### src/sv/i2a_pkg.sv
// shared types, codes and constants of the integer to ascii formatter
package i2a_pkg;

  localparam int IN_VALUE_W     = 32;
  localparam int HEX_DIGITS_DEF = 8;
  localparam int VALUE_BITS_DEF = 32;
  localparam int QUEUE_DEPTH    = 2;

  localparam logic [1:0] MODE_SDEC = 2'd0;
  localparam logic [1:0] MODE_UDEC = 2'd1;
  localparam logic [1:0] MODE_HEX  = 2'd2;

  localparam logic [7:0] CHAR_ZERO  = 8'h30;
  localparam logic [7:0] CHAR_MINUS = 8'h2d;
  localparam logic [7:0] CHAR_X     = 8'h78;

  typedef struct packed {
    logic [1:0]            func;
    logic [IN_VALUE_W-1:0] value;
  } in_word_t;

  typedef struct packed {
    logic [7:0] text_char;
    logic       last_char;
  } out_word_t;

  // classification carried with each queued job
  typedef struct packed {
    logic hex;
    logic neg;
  } job_ctl_t;

  // status of the job queue seen by the front and the back
  typedef struct packed {
    logic ready;
    logic valid;
  } q_status_t;

  function automatic logic [7:0] hex_char(input logic [3:0] nib);
    logic [7:0] ch;
    case (nib)
      4'h0: ch = 8'h30;
      4'h1: ch = 8'h31;
      4'h2: ch = 8'h32;
      4'h3: ch = 8'h33;
      4'h4: ch = 8'h34;
      4'h5: ch = 8'h35;
      4'h6: ch = 8'h36;
      4'h7: ch = 8'h37;
      4'h8: ch = 8'h38;
      4'h9: ch = 8'h39;
      4'ha: ch = 8'h41;
      4'hb: ch = 8'h42;
      4'hc: ch = 8'h43;
      4'hd: ch = 8'h44;
      4'he: ch = 8'h45;
      default: ch = 8'h46;
    endcase
    return ch;
  endfunction

endpackage

### src/sv/i2a_front.sv
// front stage: accepts words, masks the value, forms sign and magnitude
module i2a_front #(
  parameter int VALUE_BITS = i2a_pkg::VALUE_BITS_DEF
) (
  input  logic                    clk,
  input  logic                    rst_n,
  input  logic                    in_valid,
  output logic                    in_stall,
  input  i2a_pkg::in_word_t       in_data,
  input  i2a_pkg::q_status_t      q_status,
  output logic                    push,
  output i2a_pkg::job_ctl_t       job_ctl,
  output logic [VALUE_BITS-1:0]   job_mag
);
  import i2a_pkg::*;

  logic                  front_valid_r, front_valid_nxt;
  job_ctl_t              ctl_r, ctl_nxt;
  logic [VALUE_BITS-1:0] mag_r, mag_nxt;
  logic [VALUE_BITS-1:0] v;
  logic                  accept;
  logic                  neg;

  generate
    if (VALUE_BITS > IN_VALUE_W) begin : g_ext
      assign v = {{(VALUE_BITS-IN_VALUE_W){1'b0}}, in_data.value};
    end else begin : g_trunc
      assign v = in_data.value[VALUE_BITS-1:0];
    end
  endgenerate

  assign in_stall = front_valid_r && !q_status.ready;
  assign accept   = in_valid && !in_stall;
  assign push     = front_valid_r && q_status.ready;
  assign neg      = (in_data.func == MODE_SDEC) && v[VALUE_BITS-1];

  always_comb begin
    front_valid_nxt = front_valid_r;
    ctl_nxt         = ctl_r;
    mag_nxt         = mag_r;
    if (push) begin
      front_valid_nxt = 1'b0;
    end
    // the unused mode is dropped here and produces no text
    if (accept && (in_data.func == MODE_SDEC || in_data.func == MODE_UDEC ||
                   in_data.func == MODE_HEX)) begin
      front_valid_nxt = 1'b1;
      ctl_nxt.hex     = (in_data.func == MODE_HEX);
      ctl_nxt.neg     = neg;
      mag_nxt         = neg ? (~v + {{(VALUE_BITS-1){1'b0}}, 1'b1}) : v;
    end
  end

  always_ff @(posedge clk) begin
    if (!rst_n) begin
      front_valid_r <= 1'b0;
    end else begin
      front_valid_r <= front_valid_nxt;
    end
    ctl_r <= ctl_nxt;
    mag_r <= mag_nxt;
  end

  assign job_ctl = ctl_r;
  assign job_mag = mag_r;

endmodule

### src/sv/i2a_queue.sv
// two-entry job queue between the front and the back
module i2a_queue #(
  parameter int W = 34
) (
  input  logic               clk,
  input  logic               rst_n,
  input  logic               push,
  input  logic [W-1:0]       push_data,
  input  logic               pop,
  output logic [W-1:0]       pop_data,
  output i2a_pkg::q_status_t status
);
  import i2a_pkg::*;

  localparam int PW = $clog2(QUEUE_DEPTH);
  localparam int CW = $clog2(QUEUE_DEPTH + 1);

  logic [W-1:0]  mem [QUEUE_DEPTH];
  logic [PW-1:0] wr_ptr_r, wr_ptr_nxt;
  logic [PW-1:0] rd_ptr_r, rd_ptr_nxt;
  logic [CW-1:0] count_r, count_nxt;

  assign status.ready = (count_r != CW'(QUEUE_DEPTH));
  assign status.valid = (count_r != '0);
  assign pop_data     = mem[rd_ptr_r];

  always_comb begin
    wr_ptr_nxt = wr_ptr_r;
    rd_ptr_nxt = rd_ptr_r;
    count_nxt  = count_r;
    if (push) begin
      wr_ptr_nxt = (wr_ptr_r == PW'(QUEUE_DEPTH - 1)) ? '0 : wr_ptr_r + PW'(1);
    end
    if (pop) begin
      rd_ptr_nxt = (rd_ptr_r == PW'(QUEUE_DEPTH - 1)) ? '0 : rd_ptr_r + PW'(1);
    end
    if (push && !pop) begin
      count_nxt = count_r + CW'(1);
    end else if (pop && !push) begin
      count_nxt = count_r - CW'(1);
    end
  end

  always_ff @(posedge clk) begin
    if (!rst_n) begin
      wr_ptr_r <= '0;
      rd_ptr_r <= '0;
      count_r  <= '0;
    end else begin
      wr_ptr_r <= wr_ptr_nxt;
      rd_ptr_r <= rd_ptr_nxt;
      count_r  <= count_nxt;
    end
    if (push) begin
      mem[wr_ptr_r] <= push_data;
    end
  end

endmodule

### src/sv/i2a_back.sv
// back stage: shift-add-3 conversion and character sequencer with output register
module i2a_back #(
  parameter int HEX_DIGITS = i2a_pkg::HEX_DIGITS_DEF,
  parameter int VALUE_BITS = i2a_pkg::VALUE_BITS_DEF
) (
  input  logic                  clk,
  input  logic                  rst_n,
  input  logic                  q_valid,
  output logic                  pop,
  input  i2a_pkg::job_ctl_t     job_ctl,
  input  logic [VALUE_BITS-1:0] job_mag,
  output logic                  out_valid,
  input  logic                  out_stall,
  output i2a_pkg::out_word_t    out_data
);
  import i2a_pkg::*;

  localparam int DEC_DIGITS = ((VALUE_BITS * 1233) >> 12) + 1;
  localparam int DW         = DEC_DIGITS * 4;
  localparam int HW         = HEX_DIGITS * 4;
  localparam int CNT_MAX    = (VALUE_BITS > HEX_DIGITS) ? VALUE_BITS : HEX_DIGITS;
  localparam int CW         = $clog2(CNT_MAX);

  typedef enum logic [6:0] {
    S_IDLE = 7'b0000001,
    S_CONV = 7'b0000010,
    S_SIGN = 7'b0000100,
    S_DEC  = 7'b0001000,
    S_PFX0 = 7'b0010000,
    S_PFXX = 7'b0100000,
    S_HEX  = 7'b1000000
  } state_t;

  state_t                state_r, state_nxt;
  logic [VALUE_BITS-1:0] bin_r, bin_nxt;
  logic [DW-1:0]         bcd_r, bcd_nxt;
  logic [HW-1:0]         hex_r, hex_nxt;
  logic [CW-1:0]         cnt_r, cnt_nxt;
  logic                  neg_r, neg_nxt;
  logic                  started_r, started_nxt;
  logic                  out_valid_r, out_valid_nxt;
  out_word_t             out_data_r, out_data_nxt;
  logic [DW-1:0]         bcd_adj;
  logic [HW-1:0]         hex_load;
  logic [3:0]            dec_top;
  logic                  can_emit;

  generate
    if (HW > VALUE_BITS) begin : g_hext
      assign hex_load = {{(HW-VALUE_BITS){1'b0}}, job_mag};
    end else begin : g_htrunc
      assign hex_load = job_mag[HW-1:0];
    end
  endgenerate

  // add 3 to every digit of five or more before the shift
  always_comb begin
    logic [3:0] dig;
    for (int i = 0; i < DEC_DIGITS; i++) begin
      dig = bcd_r[4*i +: 4];
      bcd_adj[4*i +: 4] = (dig >= 4'd5) ? dig + 4'd3 : dig;
    end
  end

  assign dec_top  = bcd_r[DW-1 -: 4];
  assign can_emit = !out_valid_r || !out_stall;
  assign pop      = (state_r == S_IDLE) && q_valid;

  always_comb begin
    state_nxt     = state_r;
    bin_nxt       = bin_r;
    bcd_nxt       = bcd_r;
    hex_nxt       = hex_r;
    cnt_nxt       = cnt_r;
    neg_nxt       = neg_r;
    started_nxt   = started_r;
    out_valid_nxt = out_valid_r && out_stall;
    out_data_nxt  = out_data_r;
    case (state_r)
      S_IDLE: begin
        if (q_valid) begin
          neg_nxt = job_ctl.neg;
          if (job_ctl.hex) begin
            hex_nxt   = hex_load;
            cnt_nxt   = CW'(HEX_DIGITS - 1);
            state_nxt = S_PFX0;
          end else begin
            bin_nxt   = job_mag;
            bcd_nxt   = '0;
            cnt_nxt   = CW'(VALUE_BITS - 1);
            state_nxt = S_CONV;
          end
        end
      end
      S_CONV: begin
        bcd_nxt = {bcd_adj[DW-2:0], bin_r[VALUE_BITS-1]};
        bin_nxt = {bin_r[VALUE_BITS-2:0], 1'b0};
        cnt_nxt = cnt_r - CW'(1);
        if (cnt_r == '0) begin
          cnt_nxt     = CW'(DEC_DIGITS - 1);
          started_nxt = 1'b0;
          state_nxt   = neg_r ? S_SIGN : S_DEC;
        end
      end
      S_SIGN: begin
        if (can_emit) begin
          out_valid_nxt          = 1'b1;
          out_data_nxt.text_char = CHAR_MINUS;
          out_data_nxt.last_char = 1'b0;
          state_nxt              = S_DEC;
        end
      end
      S_DEC: begin
        // leading zeros are skipped, the units digit always prints
        if (dec_top != 4'd0 || started_r || cnt_r == '0) begin
          if (can_emit) begin
            out_valid_nxt          = 1'b1;
            out_data_nxt.text_char = CHAR_ZERO + {4'd0, dec_top};
            out_data_nxt.last_char = (cnt_r == '0);
            started_nxt            = 1'b1;
            bcd_nxt                = {bcd_r[DW-5:0], 4'd0};
            cnt_nxt                = cnt_r - CW'(1);
            if (cnt_r == '0) begin
              state_nxt = S_IDLE;
            end
          end
        end else begin
          bcd_nxt = {bcd_r[DW-5:0], 4'd0};
          cnt_nxt = cnt_r - CW'(1);
        end
      end
      S_PFX0: begin
        if (can_emit) begin
          out_valid_nxt          = 1'b1;
          out_data_nxt.text_char = CHAR_ZERO;
          out_data_nxt.last_char = 1'b0;
          state_nxt              = S_PFXX;
        end
      end
      S_PFXX: begin
        if (can_emit) begin
          out_valid_nxt          = 1'b1;
          out_data_nxt.text_char = CHAR_X;
          out_data_nxt.last_char = 1'b0;
          state_nxt              = S_HEX;
        end
      end
      S_HEX: begin
        if (can_emit) begin
          out_valid_nxt          = 1'b1;
          out_data_nxt.text_char = hex_char(hex_r[HW-1 -: 4]);
          out_data_nxt.last_char = (cnt_r == '0);
          hex_nxt                = hex_r << 4;
          cnt_nxt                = cnt_r - CW'(1);
          if (cnt_r == '0) begin
            state_nxt = S_IDLE;
          end
        end
      end
      default: begin
        state_nxt = S_IDLE;
      end
    endcase
  end

  always_ff @(posedge clk) begin
    if (!rst_n) begin
      state_r     <= S_IDLE;
      out_valid_r <= 1'b0;
    end else begin
      state_r     <= state_nxt;
      out_valid_r <= out_valid_nxt;
    end
    bin_r      <= bin_nxt;
    bcd_r      <= bcd_nxt;
    hex_r      <= hex_nxt;
    cnt_r      <= cnt_nxt;
    neg_r      <= neg_nxt;
    started_r  <= started_nxt;
    out_data_r <= out_data_nxt;
  end

  assign out_valid = out_valid_r;
  assign out_data  = out_data_r;

endmodule

### src/sv/integer_to_ascii_formatter_top.sv
// top level of the integer to ascii formatter
//
//   port group  dir  payload                      handshake
//   in_         in   in_word_t  {func, value}     in_valid / in_stall
//   out_        out  out_word_t {text_char, last} out_valid / out_stall
//
// decimal: the job is taken, VALUE_BITS shift-add-3 steps run, then each of the
// DEC_DIGITS decimal digit positions is visited (leading zeros skipped without
// output), after a '-' for a negative value
// hex: '0', 'x', then HEX_DIGITS digits, one character per cycle unless stalled
// the back stage takes no new job until it is back in idle; the two-entry
// queue and the front register let three more words in meanwhile
// reset clears only control state; out_stall holds the back's emitting states
module integer_to_ascii_formatter_top #(
  parameter int HEX_DIGITS = i2a_pkg::HEX_DIGITS_DEF,
  parameter int VALUE_BITS = i2a_pkg::VALUE_BITS_DEF
) (
  input  logic               clk,
  input  logic               rst_n,
  input  logic               in_valid,
  output logic               in_stall,
  input  i2a_pkg::in_word_t  in_data,
  output logic               out_valid,
  input  logic               out_stall,
  output i2a_pkg::out_word_t out_data
);
  import i2a_pkg::*;

  localparam int QW = VALUE_BITS + 2;

  q_status_t             q_status;
  logic                  push;
  logic                  pop;
  job_ctl_t              f_ctl;
  logic [VALUE_BITS-1:0] f_mag;
  logic [QW-1:0]         q_data;
  job_ctl_t              b_ctl;
  logic [VALUE_BITS-1:0] b_mag;

  i2a_front #(
    .VALUE_BITS(VALUE_BITS)
  ) u_front (
    .clk      (clk),
    .rst_n    (rst_n),
    .in_valid (in_valid),
    .in_stall (in_stall),
    .in_data  (in_data),
    .q_status (q_status),
    .push     (push),
    .job_ctl  (f_ctl),
    .job_mag  (f_mag)
  );

  i2a_queue #(
    .W(QW)
  ) u_queue (
    .clk       (clk),
    .rst_n     (rst_n),
    .push      (push),
    .push_data ({f_ctl, f_mag}),
    .pop       (pop),
    .pop_data  (q_data),
    .status    (q_status)
  );

  assign b_ctl = q_data[QW-1 -: 2];
  assign b_mag = q_data[VALUE_BITS-1:0];

  i2a_back #(
    .HEX_DIGITS(HEX_DIGITS),
    .VALUE_BITS(VALUE_BITS)
  ) u_back (
    .clk       (clk),
    .rst_n     (rst_n),
    .q_valid   (q_status.valid),
    .pop       (pop),
    .job_ctl   (b_ctl),
    .job_mag   (b_mag),
    .out_valid (out_valid),
    .out_stall (out_stall),
    .out_data  (out_data)
  );

  a_pop_has_job: assert property (@(posedge clk) disable iff (!rst_n)
    pop |-> q_status.valid)
    else $error("back took a job from an empty queue");

  a_stall_only_full: assert property (@(posedge clk) disable iff (!rst_n)
    in_stall |-> !q_status.ready)
    else $error("input stalled while the queue had room");

  a_push_has_room: assert property (@(posedge clk) disable iff (!rst_n)
    push |-> q_status.ready)
    else $error("job pushed into a full queue");

  a_reset_quiet: assert property (@(posedge clk)
    $rose(rst_n) |-> !out_valid && !q_status.valid)
    else $error("output or queue not empty after reset");

endmodule

### config.mk
export PLATFORM = sky130hd
export DESIGN_NAME = integer_to_ascii_formatter_top
export DESIGN_NICKNAME = d
export VERILOG_FILES = /design/src/sv/i2a_pkg.sv /design/src/sv/i2a_front.sv /design/src/sv/i2a_queue.sv /design/src/sv/i2a_back.sv /design/src/sv/integer_to_ascii_formatter_top.sv
export SDC_FILE = /design/constraint.sdc
export NUM_CORES = 1
export LEC_CHECK = 0
export BUFFER_PORTS_ARGS = -buffer_cell sky130_fd_sc_hd__buf_2
export CAP_MARGIN = 5
export CORE_ASPECT_RATIO = 1.2
export CORE_MARGIN = 1.5
export CORE_UTILIZATION = 45
export CTS_BUF_LIST = sky130_fd_sc_hd__clkbuf_16
export DETAILED_ROUTE_END_ITERATION = 7
export HOLD_SLACK_MARGIN = 0.1
export PLACE_DENSITY = 0.6
export SLEW_MARGIN = 20
export SYNTH_ARGS = -nofsm -noshare
export SYNTH_HDL_FRONTEND = slang
export SYNTH_SLANG_ARGS = --single-unit
### constraint.sdc
create_clock -name clk -period 9.36 [get_ports clk]
set_clock_uncertainty 0.05 [all_clocks]
set_input_delay 0.936 -clock clk [delete_from_list [all_inputs] [get_ports clk]]
set_output_delay 0.936 -clock clk [all_outputs]
set_load 0.005 [all_outputs]
# [Word-level counts from Yosys, hierarchy flattened]
# Memories as Yosys holds them, arrays and structs flattened. A register that Yosys moved wholly into a read port is not among the register bits.
# Cells that the tools add are included.
[totals] regBits=167 ram_bits=68 mem_bits_ro=112 inputBits=38 output_inout_bits=11 elab_cells=174 mem_count=2
[mem_list] name="(name not given)" depth=16 word_bits=7 rd=1 rd_clocked_by_memory_dff=1 write_ports=0 line="i2a_pkg.sv:41" rtl="case (nib)"
[mem_list] name="u_queue.mem" depth=2 word_bits=34 rd=1 rd_clocked_by_memory_dff=1 write_ports=1 line="i2a_queue.sv:18" rtl="logic [W-1:0] mem [QUEUE_DEPTH];"
[classes] n_addsub=17 n_lt_le_gt_ge=10 eq_ne=21 mux=65 bitwise_logic=1 n_reduce_logical=41
[op_table] op="$mux W32" n=6
[op_table] op="$mux W40" n=4
[op_table] op="$pmux W32 S2" n=2
[op_table] op="$pmux W40 S3" n=1
[op_table] op="$mux W7" n=8
[op_table] op="$mux W9" n=6
[op_table] op="$pmux W7 S7" n=1
[op_table] op="$pmux W9 S5" n=1
[op_table] op="$mux W4" n=11
[op_table] op="$ge A4 B3 Y1 const B" n=10
[op_table] op="$add A4 B2 Y4 const B" n=9
[op_table] op="$add A32 B1 Y32 const B" n=1
[op_table] op="$not A32 Y32" n=1
[op_table] op="$mux W5" n=6
[op_table] op="$pmux W5 S4" n=1
[op_table] op="$ne A2 B1 Y1 const B" n=8
[op_table] op="$mux W1" n=13
[op_table] op="$reduce_and A4 Y1" n=3
[op_table] op="$reduce_bool A2 Y1" n=6
[op_table] op="$logic_and A1 B1 Y1" n=9
[op_table] op="$reduce_bool A4 Y1" n=2
[op_table] op="$add A6 B4 Y7 const A" n=1
[op_table] op="$eq A7 B1 Y1 const B" n=1
[op_table] op="$eq A7 B2 Y1 const B" n=1
[op_table] op="other kinds (28)" n=43

# [Logic depth before layout (Yosys ltp)]
# Gate-level depths: netlist of the first run.
[depth] depth_word=7 mapped_depth=13 depth_no_buf=11

# [By module]
# From an unflattened synthesis of the first run, not the netlist that was laid out.
[hier_totals] hier_cells=923 hier_area_um2=11464.7
[modules_own_cells] module="i2a_back" instances=1 cells_per_inst=635 area_per_inst_um2=6899.1 seq_area_each_um2=3853.7
[modules_own_cells] module="i2a_queue" instances=1 cells_per_inst=128 area_per_inst_um2=2682.6 seq_area_each_um2=2142.1
[modules_own_cells] module="i2a_front" instances=1 cells_per_inst=160 area_per_inst_um2=1883.1 seq_area_each_um2=1041.0

# [Worst setup path after synthesis of the first run]
# OpenSTA, ideal clock, no wires.
[synth_path] kind="register to register" start="reg u_back.state_r[1]" end="reg u_back.bcd_r[0] (enable)" setup_time_ns=0.461 t_arrival_ns=3.742 required_time_ns=8.849 setup_slack_ns=5.106 stages_incl_launch_ff=8 path_buffers=2 period_less_slack_ns=4.254 cell_sequence="dfxtp_1 clkbuf_1 nor4_1 nand3_1 clkinv_1 clkbuf_1 o22ai_1 a31oi_1"
[synth_between] elab_chain_len=3 elab_cells_between_ends=8 classes_between="eq/ne (6); reduce/logical (2)"
[synth_rtl] item="start: declaration" line="i2a_back.sv:34" rtl="state_t state_r, state_nxt;"
[synth_rtl] item="start signal: assignment" line="i2a_back.sv:171" rtl="state_r <= state_nxt;"
[synth_rtl] item="$eq A7 B4 Y1 (tied with other cells)" line="i2a_back.sv:79" rtl="case (state_r)"
[synth_rtl] item="$ne A3 B2 Y1 (no line) (tied with other cells)"
[synth_rtl] item="$reduce_and A4 Y1 (no line) *"
[synth_rtl] item="end signal: assignment" line="i2a_back.sv:175" rtl="bcd_r <= bcd_nxt;"
[synth_rtl] item="end: declaration" line="i2a_back.sv:36" rtl="logic [DW-1:0] bcd_r, bcd_nxt;"
# Mark *: on every way between the ends. The rest lies on a longest branch, timed or not.
# A chain may end at the register's enable or synchronous reset.

# [Worst setup path in the final report of the first run]
[layout_path] start="reg u_back.state_r[4]" end="reg u_back.bcd_r[14] (enable)"
# The elaborated chain is that of the path after synthesis.

==> impl_metrics.env, run 1 <==
export IMPL_cp_required_ps=9450
export IMPL_n_antenna_cell=0
export IMPL_vdd_drop_max_mv=0.1584
export IMPL_dp_hpwl_um=13850
export IMPL_postSynthAreaPerCell_um2=11.94
export IMPL_insertion_delay_ps=510
export IMPL_max_slew_worst_pin_slew_ps=1029
export IMPL_die_w_um=147.5
export IMPL_antenna_left=0
export IMPL_max_stage_delay_ps=820
export IMPL_cp_max_fo=40
export IMPL_rows=63
export IMPL_synth_yosys_seq_area_share_pct=62.44
export IMPL_wl_per_cell_um=15.47
export IMPL_fin_area_um2=12600
export IMPL_synthTopCellsByArea="edfxtp_1, a21oi_1, nor2_1"
export IMPL_hold_viol=0
export IMPL_hold_buffers=0
export IMPL_powerDensity_nw_per_um2=285.4
export IMPL_gr_total_overflow=0
export IMPL_dr_pass1_iters=6
export IMPL_ios=49
export IMPL_cts_tree="built"
export IMPL_fmax_mhz=253.4
export IMPL_numCtsBuffers=24
export IMPL_synthTopCellsByCount="edfxtp_1, nor2_1, a21oi_1"
export IMPL_via_per_inst=5.288
export IMPL_rsz0062_at_grt="no"
export IMPL_arrival_ps=4040
export IMPL_drive_above_1_share_pct=11.61
export IMPL_clk_path_buf_depth=3
export IMPL_cts_root_buf="clkbuf_16"
export IMPL_start_kind="register"
export IMPL_period_minus_slack_ps=3946
export IMPL_finalNonFillerCells=1324
export IMPL_synth_seq_cells=241
export IMPL_grt_max_degree=69
export IMPL_core_area_um2=24670
export IMPL_fin_nets=1044
export IMPL_async_reset_ff_share_pct=0
export IMPL_synth_edf_count=221
export IMPL_holdCritPathClass="register to register"
export IMPL_worstPathCellList="nor4_1 > nand3_1 > clkinv_1 > o22ai_1 > a31oi_4 > buf_4"
export IMPL_seqCellArea_um2=7038
export IMPL_dp_cells=1280
export IMPL_clkSinkCount=241
export IMPL_fin_ws_ps=5414
export IMPL_worstSetupEndpointType="register"
export IMPL_first_global_vias=6831
export IMPL_slew_violations=0
export IMPL_place_area_um2=11820
export IMPL_drt_iter0_drc=308
export IMPL_final_period_utilization_pct=42.16
export IMPL_multi_input_area_um2=3934
export IMPL_maxCapViolCount=0
export IMPL_yosysMostFrequentCell="edfxtp_1"
export IMPL_h_tree_depth=1
export IMPL_syn_nets=1007
export IMPL_yosys_area_top_type="edfxtp_1"
export IMPL_vias=7001
export IMPL_slowest_stage="clkinv_1"
export IMPL_dieArea_um2=26010
export IMPL_grt_pass1_wl_um=34270
export IMPL_post_route_drc_count=0
export IMPL_yosysTopAreaCellShare_pct=58.89
export IMPL_post_cts_buffers=0
export IMPL_synth_cell_area_um2=11270
export IMPL_start_util_pct=45.68
export IMPL_io_buffer_count=47
export IMPL_post_place_ws_ps=5432
export IMPL_synthCells=944
export IMPL_grt_usage_pct=16.12
export IMPL_criticalPathCategory="register to register"
export IMPL_antenna_found_initial=0
export IMPL_p_leak_nw=4.433
export IMPL_area_growth_pct=11.85
export IMPL_maxSlewHeadroom_pct=31.01
export IMPL_postRouteWirelength_um=20480
export IMPL_finalSetupTns_ps=0
export IMPL_outcome="complete, no violations"
export IMPL_cts_resized=0
export IMPL_cts_clk_slew_worst_paths_ps=60
export IMPL_ys_flop_type="edfxtp_1"
export IMPL_fillers=2145
export IMPL_die_y_um=176.4
export IMPL_place_gp_congestion=0.8509
export IMPL_ys_types=57
export IMPL_setup_viol=0
export IMPL_yosysWarnings=0
-- per-layer routing --
metal / wire length (µm) / track usage [%]
met3: 575 / 1.757
met4: 430 / 4.750
met1: 9389 / 21.23
met2: 10090 / 28.15
met5: 0 / 0
-- state kept, by name, summed over array words and instances (netlist names), named ones only --
name and count:
u_back.bcd_r 40, u_back.out_valid 1, u_back.out_data 8, u_queue.count_r 2, u_back.neg_r 1, u_queue.wr_ptr_r 1
u_front.job_mag 32, u_back.state_r 7, u_front.front_valid_r 1, u_queue.mem 68, u_back.hex_r 32, u_back.started_r 1
u_back.bin_r 32, u_queue.rd_ptr_r 1, u_back.cnt_r 5, u_front.job_ctl 2
-- critical path, delay by kind of cell (launching register included) --
kind                   cells  cell delay [ps]
AOI/OAI and AO/OA          2              410
buffers and inverters      2             1300
and+or+nand+nor            2             1300
DFF                        1              480
-- cell families (layout without fill, tap and decap cells) --
family	after synthesis	in the layout	synth area share, %
flip-flops	241	241	62.44
XOR/XNOR	55	55	4.275
AND/OR/NAND/NOR	263	263	11.35
other	1	1	0.03328
AO/OA/AOI/OAI	232	232	12.04
buffers and inverters	82	137	2.964
adder cells (fa/ha/maj)	25	25	2.776
multiplexers	45	45	4.130
-- cell type report --
| cell class | count | area share [%] |
|---|---|---|
| well taps | 325 | 3.226 |
| multi-input cells | 621 | 31.21 |
| flip-flops and latches | 241 | 55.84 |
| clock inverters | 18 | 1.062 |
| clock buffers | 26 | 5.162 |
| repair buffers | 56 | 2.402 |
| inverters | 37 | 1.102 |
-- path summary, 6_finish.rpt --
check	startpoint	end	slack [ps]	cells after the start
setup / recovery	u_back.state_r[4]	u_back.bcd_r[14]	5410	6
hold / removal	u_front.job_mag[19]	u_queue.mem[1][19]	390	0
setup reg to reg	u_back.state_r[4]	u_back.bcd_r[14]	5410	6
hold reg to reg	u_front.job_mag[19]	u_queue.mem[1][19]	390	0
-- placed cells by master, fill, tap and decap left out, drive strengths merged, types with 4 or more instances in the layout --
cell,count
o32ai,6
o21ai,64
nor3b,16
xnor2,28
edfxtp,221
nor3,13
inv,40
nor2,110
o31ai,14
xor2,27
o22ai,12
a21oi,105
buf,56
nor2b,8
mux2i,36
o211ai,4
mux2,9
or3,8
and3,5
dfxtp,20
a22oi,5
nor4b,6
clkinv,13
o41ai,4
nor4,6
ha,25
and2,4
clkbuf,26
nand3,9
nand2,53
nand2b,15
a221o,4
-- power by group --
group          switching [W]  total (W)  internal (W)
registers           0.000167    0.00172       0.00155
logic               0.000587   0.000937      0.000350
clock network       0.000388   0.000943      0.000555
-- per-stage QoR --
| stage | hold WS [ps] | total power, W | utilization, % |
|---|---|---|---|
| after CTS | 393.2 | 0.003640 | 51.09 |
| final | 390.0 | 0.003597 | 51.09 |
| after global routing | 400.0 | 0.003837 | 51.09 |
| after floorplan | 371.5 | 0.002428 | - |
| after global placement | 373.2 | 0.002667 | 47.91 |
| after detailed placement | 379.0 | 0.002686 | 47.91 |
(Power assumes the default switching activity.)
==> run 2, diff against run 1 <==
- PLACE_DENSITY: 0.6 -> 0.63
- clock period: 9.36 -> 3.5 ns (I/O delays scaled with it)
==> impl_metrics.env, run 2 (synthesized netlist as in run 1, its figures left out) <==
export IMPL_slowest_stage="or4b_1"
export IMPL_top_regs="u_queue.mem (68), u_back.bcd_r (40)"
export IMPL_grt_usage_pct=16.06
export IMPL_start_util_pct=45.68
export IMPL_post_cts_buffers=0
export IMPL_worstSetupEndpointType="register"
export IMPL_path_depth=10
export IMPL_first_global_vias=7067
export IMPL_maxCapViolCount=0
export IMPL_vias=7227
export IMPL_final_common_cell="edfxtp_1"
export IMPL_reg2reg_depth=10
export IMPL_holdCritPathClass="primary input to register"
export IMPL_place_area_um2=11940
export IMPL_clkSinkCount=241
export IMPL_grt_pass1_wl_um=34210
export IMPL_max_stage_delay_ps=650
export IMPL_gr_total_overflow=0
export IMPL_drt_iter0_drc=410
export IMPL_layout_common_cells="edfxtp_1, nor2_1, a21oi_1, o21ai_0, nand2_1"
export IMPL_power_w=0.01000
export IMPL_die_w_um=147.5
export IMPL_finalSetupTns_ps=0
export IMPL_via_per_inst=5.302
export IMPL_arrival_ps=3530
export IMPL_worstPathCellList="or4_4 > or4b_1 > o32ai_4 > mux2_2 > ha_1 > inv_1 > mux2i_1 > nand2_1 > o21ai_0 > o22ai_2"
export IMPL_cp_required_ps=3840
export IMPL_place_gp_congestion=0.8008
export IMPL_core_area_um2=24670
export IMPL_worstSetupStartpoint="u_back.state_r[6]"
export IMPL_powerDensity_nw_per_um2=765.5
export IMPL_fin_util_pct=52.97
export IMPL_antenna_found_initial=0
export IMPL_rows=63
export IMPL_postRouteWirelength_um=20430
export IMPL_area_growth_pct=15.97
export IMPL_clk_path_buf_depth=3
export IMPL_seqCellArea_um2=7038
export IMPL_largest_reg_flops=68
export IMPL_multi_input_area_um2=3934
export IMPL_fin_area_um2=13070
export IMPL_setup_viol=0
export IMPL_outcome="complete, no violations"
export IMPL_fin_ws_ps=308.1
export IMPL_cp_top_family="simple AND/OR/NAND/NOR gates"
export IMPL_cts_tree="built"
export IMPL_maxSlewHeadroom_pct=56.16
export IMPL_vdd_drop_max_mv=0.4673
export IMPL_n_antenna_cell=0
export IMPL_insertion_delay_ps=520
export IMPL_cts_root_buf="clkbuf_16"
export IMPL_largest_register="u_queue.mem"
export IMPL_fin_nets=1082
export IMPL_rsz0062_at_grt="no"
export IMPL_r2r_start="u_back.state_r[6]"
export IMPL_antenna_left=0
export IMPL_cp_max_fo=6
export IMPL_drive_above_1_share_pct=13.49
export IMPL_fmax_mhz=313.3
export IMPL_p_leak_nw=4.615
export IMPL_start_kind="register"
export IMPL_die_y_um=176.4
export IMPL_io_buffer_count=47
export IMPL_worst_path_buf_inv=1
export IMPL_post_place_ws_ps=343.1
export IMPL_cts_clk_slew_worst_paths_ps=60
export IMPL_dr_pass1_iters=7
export IMPL_post_route_drc_count=0
export IMPL_final_period_utilization_pct=91.20
export IMPL_fillers=2093
export IMPL_numCtsBuffers=25
export IMPL_hold_viol=0
export IMPL_max_slew_worst_pin_slew_ps=653.7
export IMPL_ff2ff_setup_slack_ps=310
export IMPL_wl_per_cell_um=14.99
export IMPL_criticalPathCategory="register to register"
export IMPL_dieArea_um2=26010
export IMPL_dp_hpwl_um=13690
export IMPL_ios=49
export IMPL_slew_violations=0
export IMPL_period_minus_slack_ps=3192
export IMPL_h_tree_depth=1
export IMPL_grt_max_degree=61
-- run 2: cell types whose count changed in the layout (fill, tap and decap cells not counted), moves of 3 or more --
cell / change
dlygate4sd3_1: +23
inv_1: -3
clkinv_2: -3
bufinv_16: +3
buf_4: +13
clkinvlp_4: +8
clkinv_1: -5
-- run 2: metrics by stage --
| stage | hold slack [ps] | cells |
|---|---|---|
| 6_report | 125.9 | 1363 |
| 5_1_grt | 119.6 | 1363 |
| 4_1_cts | 103.5 | 1363 |
| 3_5_place_dp | 383.5 | 1294 |
| 3_3_place_gp | 373.4 | 1294 |
| 2_1_floorplan | 371.5 | 944 |
-- run 2: per-layer routing --
layer | part of all wire [%] | global-route usage [%]
met1 | 45 | 21.16
met2 | 49 | 27.52
met3 | 3.8 | 2.067
met4 | 2.2 | 5.292
met5 | 0 | 0
-- run 2: final cells by class --
| cell class | instances | area share [%] |
|---|---|---|
| well taps | 325 | 3.112 |
| flip-flops and latches | 241 | 53.85 |
| inverters | 37 | 1.063 |
| clock inverters | 21 | 2.106 |
| clock buffers | 25 | 4.787 |
| repair buffers | 93 | 4.978 |
| multi-input cells | 621 | 30.10 |
-- run 2: worst min path at each step --
stage / slack, ps / depth (start not counted) / from / end
final: 130 / 2 / in_data[21] / u_front.job_mag[21]
after detailed placement: 380 / 0 / u_front.job_mag[29] / u_queue.mem[0][29]
after global routing: 120 / 2 / in_data[28] / u_front.job_mag[28]
after floorplan: 370 / 0 / u_front.job_mag[0] / u_queue.mem[0][0]
after CTS: 100 / 2 / in_data[9] / u_front.job_mag[9]
after global placement: 370 / 0 / u_front.job_mag[8] / u_queue.mem[0][8]
-- run 2: worst reg2reg max path, cell delays in order (launching register included) --
cell	delay, ps
dfxtp_1	310
or4_4	520
or4b_1	650
o32ai_4	420
mux2_2	390
ha_1	300
inv_1	40
mux2i_1	120
nand2_1	70
o21ai_0	100
o22ai_2	90
-- run 2: power by group --
group	internal, W	switching [W]
Clock	0.00170	0.00114
Combinational	0.00101	0.00158
Sequential	0.00414	0.000431
-- run 2: repair_timing --
action / CTS / global route
hold endpoints to repair: 22 / 0
resized for setup: 0 / 0
hold buffers: 23 / 0
==> run 3, diff against run 2 <==
- ABC_AREA: default -> 1
==> impl_metrics.env, run 3 <==
export IMPL_postSynthAreaPerCell_um2=10.16
export IMPL_fin_nets=1237
export IMPL_synth_edf_count=221
export IMPL_clk_path_buf_depth=3
export IMPL_yosysMostFrequentCell="nand2_1"
export IMPL_ff2ff_setup_slack_ps=1110
export IMPL_vdd_drop_max_mv=0.6598
export IMPL_die_w_um=148.2
export IMPL_r2r_end="u_back.out_data[1]"
export IMPL_h_tree_depth=1
export IMPL_power_w=0.01081
export IMPL_largest_register="u_queue.mem"
export IMPL_insertion_delay_ps=510
export IMPL_core_area_um2=24750
export IMPL_antenna_found_initial=0
export IMPL_arrival_ps=2550
export IMPL_clkSinkCount=241
export IMPL_fmax_mhz=419.2
export IMPL_finalSetupTns_ps=0
export IMPL_start_kind="register"
export IMPL_holdCritPathClass="primary input to register"
export IMPL_vias=7808
export IMPL_synth_seq_cells=241
export IMPL_slew_violations=0
export IMPL_holdPathStages=3
export IMPL_rsz0062_at_grt="no"
export IMPL_drive_above_1_share_pct=9.983
export IMPL_wl_per_cell_um=14.30
export IMPL_synthCells=1120
export IMPL_grt_max_degree=62
export IMPL_grt_usage_pct=16.74
export IMPL_maxCapViolCount=0
export IMPL_outcome="complete, no violations"
export IMPL_p_leak_nw=5.136
export IMPL_gr_total_overflow=0
export IMPL_n_antenna_cell=0
export IMPL_worstSetupEndpointType="register"
export IMPL_maxSlewHeadroom_pct=38.27
export IMPL_ys_types=42
export IMPL_cts_root_buf="clkbuf_16"
export IMPL_via_per_inst=5.147
export IMPL_reg2reg_depth=11
export IMPL_r2r_start="u_back.cnt_r[0]"
export IMPL_cts_tree="built"
export IMPL_setup_viol=0
export IMPL_yosys_area_top_type="edfxtp_1"
export IMPL_dr_pass1_iters=5
export IMPL_start_util_pct=45.98
export IMPL_antenna_left=0
export IMPL_worstSetupStartpoint="u_back.cnt_r[0]"
export IMPL_worstHoldStart="in_data[25]"
export IMPL_postRouteWirelength_um=21700
export IMPL_post_route_drc_count=0
export IMPL_synthTopCellsByCount="nand2_1, edfxtp_1, nor2_1"
export IMPL_die_y_um=177.2
export IMPL_drt_iter0_drc=449
export IMPL_hold_viol=0
export IMPL_criticalPathCategory="register to register"
export IMPL_yosysTopAreaCellShare_pct=58.31
export IMPL_cp_max_fo=8
export IMPL_yosysWarnings=0
export IMPL_cts_clk_slew_worst_paths_ps=60
export IMPL_crit_end="u_back.out_data[1]"
export IMPL_final_period_utilization_pct=68.15
export IMPL_numCtsBuffers=24
export IMPL_first_global_vias=7731
export IMPL_post_cts_buffers=0
export IMPL_max_slew_worst_pin_slew_ps=923.8
export IMPL_dieArea_um2=26260
export IMPL_top_regs="u_queue.mem (68), u_back.bcd_r (40)"
export IMPL_grt_pass1_wl_um=35770
export IMPL_layout_common_cells="nand2_1, edfxtp_1, nor2_1, inv_1, o21ai_0"
export IMPL_largest_reg_flops=68
export IMPL_synthTopCellsByArea="edfxtp_1, nand2_1, nor2_1"
export IMPL_place_gp_congestion=0.8497
export IMPL_async_reset_ff_share_pct=0
export IMPL_ys_flop_type="edfxtp_1"
export IMPL_dp_hpwl_um=14850
export IMPL_period_minus_slack_ps=2385
export IMPL_powerDensity_nw_per_um2=842.5
export IMPL_area_growth_pct=12.73
export IMPL_ios=49
export IMPL_synth_yosys_seq_area_share_pct=61.83
export IMPL_synth_cell_area_um2=11380
export IMPL_syn_nets=1183
export IMPL_final_common_cell="nand2_1"
export IMPL_whs_ps=121.8
export IMPL_io_buffer_count=47
export IMPL_cp_required_ps=3670
export IMPL_rows=63
==> run 3: cell types whose count changed in the layout (fill, tap and decap cells not counted), sizes merged, moves of 32 or more <==
cell   delta
a21oi    -89
a31oi    +50
inv      +95
mux2i    -32
nand2   +179
nor2     +64
==> run 3: area by class of cell <==
type | instances | area, µm²
clock buffers | 25 | 625.6
multi-input cells | 715 | 3740
clock inverters | 19 | 133.9
flip-flops and latches | 241 | 7037
well taps | 325 | 406.6
fillers | 2245 | 11920
repair buffers | 65 | 410.4
inverters | 127 | 476.7
==> run 3: logic make-up (layout without fill, tap and decap cells) <==
family,after synthesis,in the layout,synth area share (%)
AO/OA/AOI/OAI,178,178,9.510
buffers and inverters,164,236,5.673
XOR/XNOR,41,41,3.155
other,1,1,0.03295
flip-flops,241,241,61.83
adder cells (fa/ha/maj),25,25,2.748
AND/OR/NAND/NOR,466,466,16.70
multiplexers,4,4,0.3518
==> run 3: how the worst min path moves through the flow <==
stage | endpoint
after floorplan | u_queue.mem[0][0]
after global placement | u_queue.mem[0][12]
after detailed placement | u_queue.mem[0][8]
after CTS | u_front.job_mag[25]
after global routing | u_front.job_mag[2]
final | u_front.job_mag[25]
==> run 3: stage by stage <==
step | setup slack, ps | area [µm²] | util, % | cells
after CTS | 1130 | 12830 | 51.84 | 1517
after floorplan | 125.6 | 11390 | - | 1120
after global routing | 906.0 | 12830 | 51.84 | 1517
final | 1115 | 12830 | 51.84 | 1517
after detailed placement | 1136 | 12010 | 48.52 | 1467
after global placement | 1185 | 12010 | 48.52 | 1467
==> run 3: timing repair <==
item                      4_1_cts  5_1_grt
gates resized for setup         0        0
hold endpoints to repair        5        0
hold buffers                    6        0
==> run 3: worst max-delay path, stage by stage (launching register included) <==
cell	delay, ps
edfxtp_1	380
inv_1	110
ha_1	190
nand2_1	60
nor2_1	110
nand2_1	170
nand2_1	250
nor2_1	120
inv_1	100
nand2_1	60
a211oi_1	270
buf_4	220
==> run 3: routing by layer <==
metal | share of wire [%] | vias up | global-route usage [%]
li1 | - | 3944 | -
met1 | 43 | 3667 | 19.65
met2 | 51 | 160 | 31.60
met3 | 3.8 | 37 | 2.088
met4 | 2.0 | 0 | 5.239
met5 | 0 | - | 0
==> run 3: power breakdown <==
part           internal, W  switching (W)
combinational      0.00105        0.00245
clock              0.00143        0.00102
sequential         0.00446       0.000402
total              0.00694        0.00387
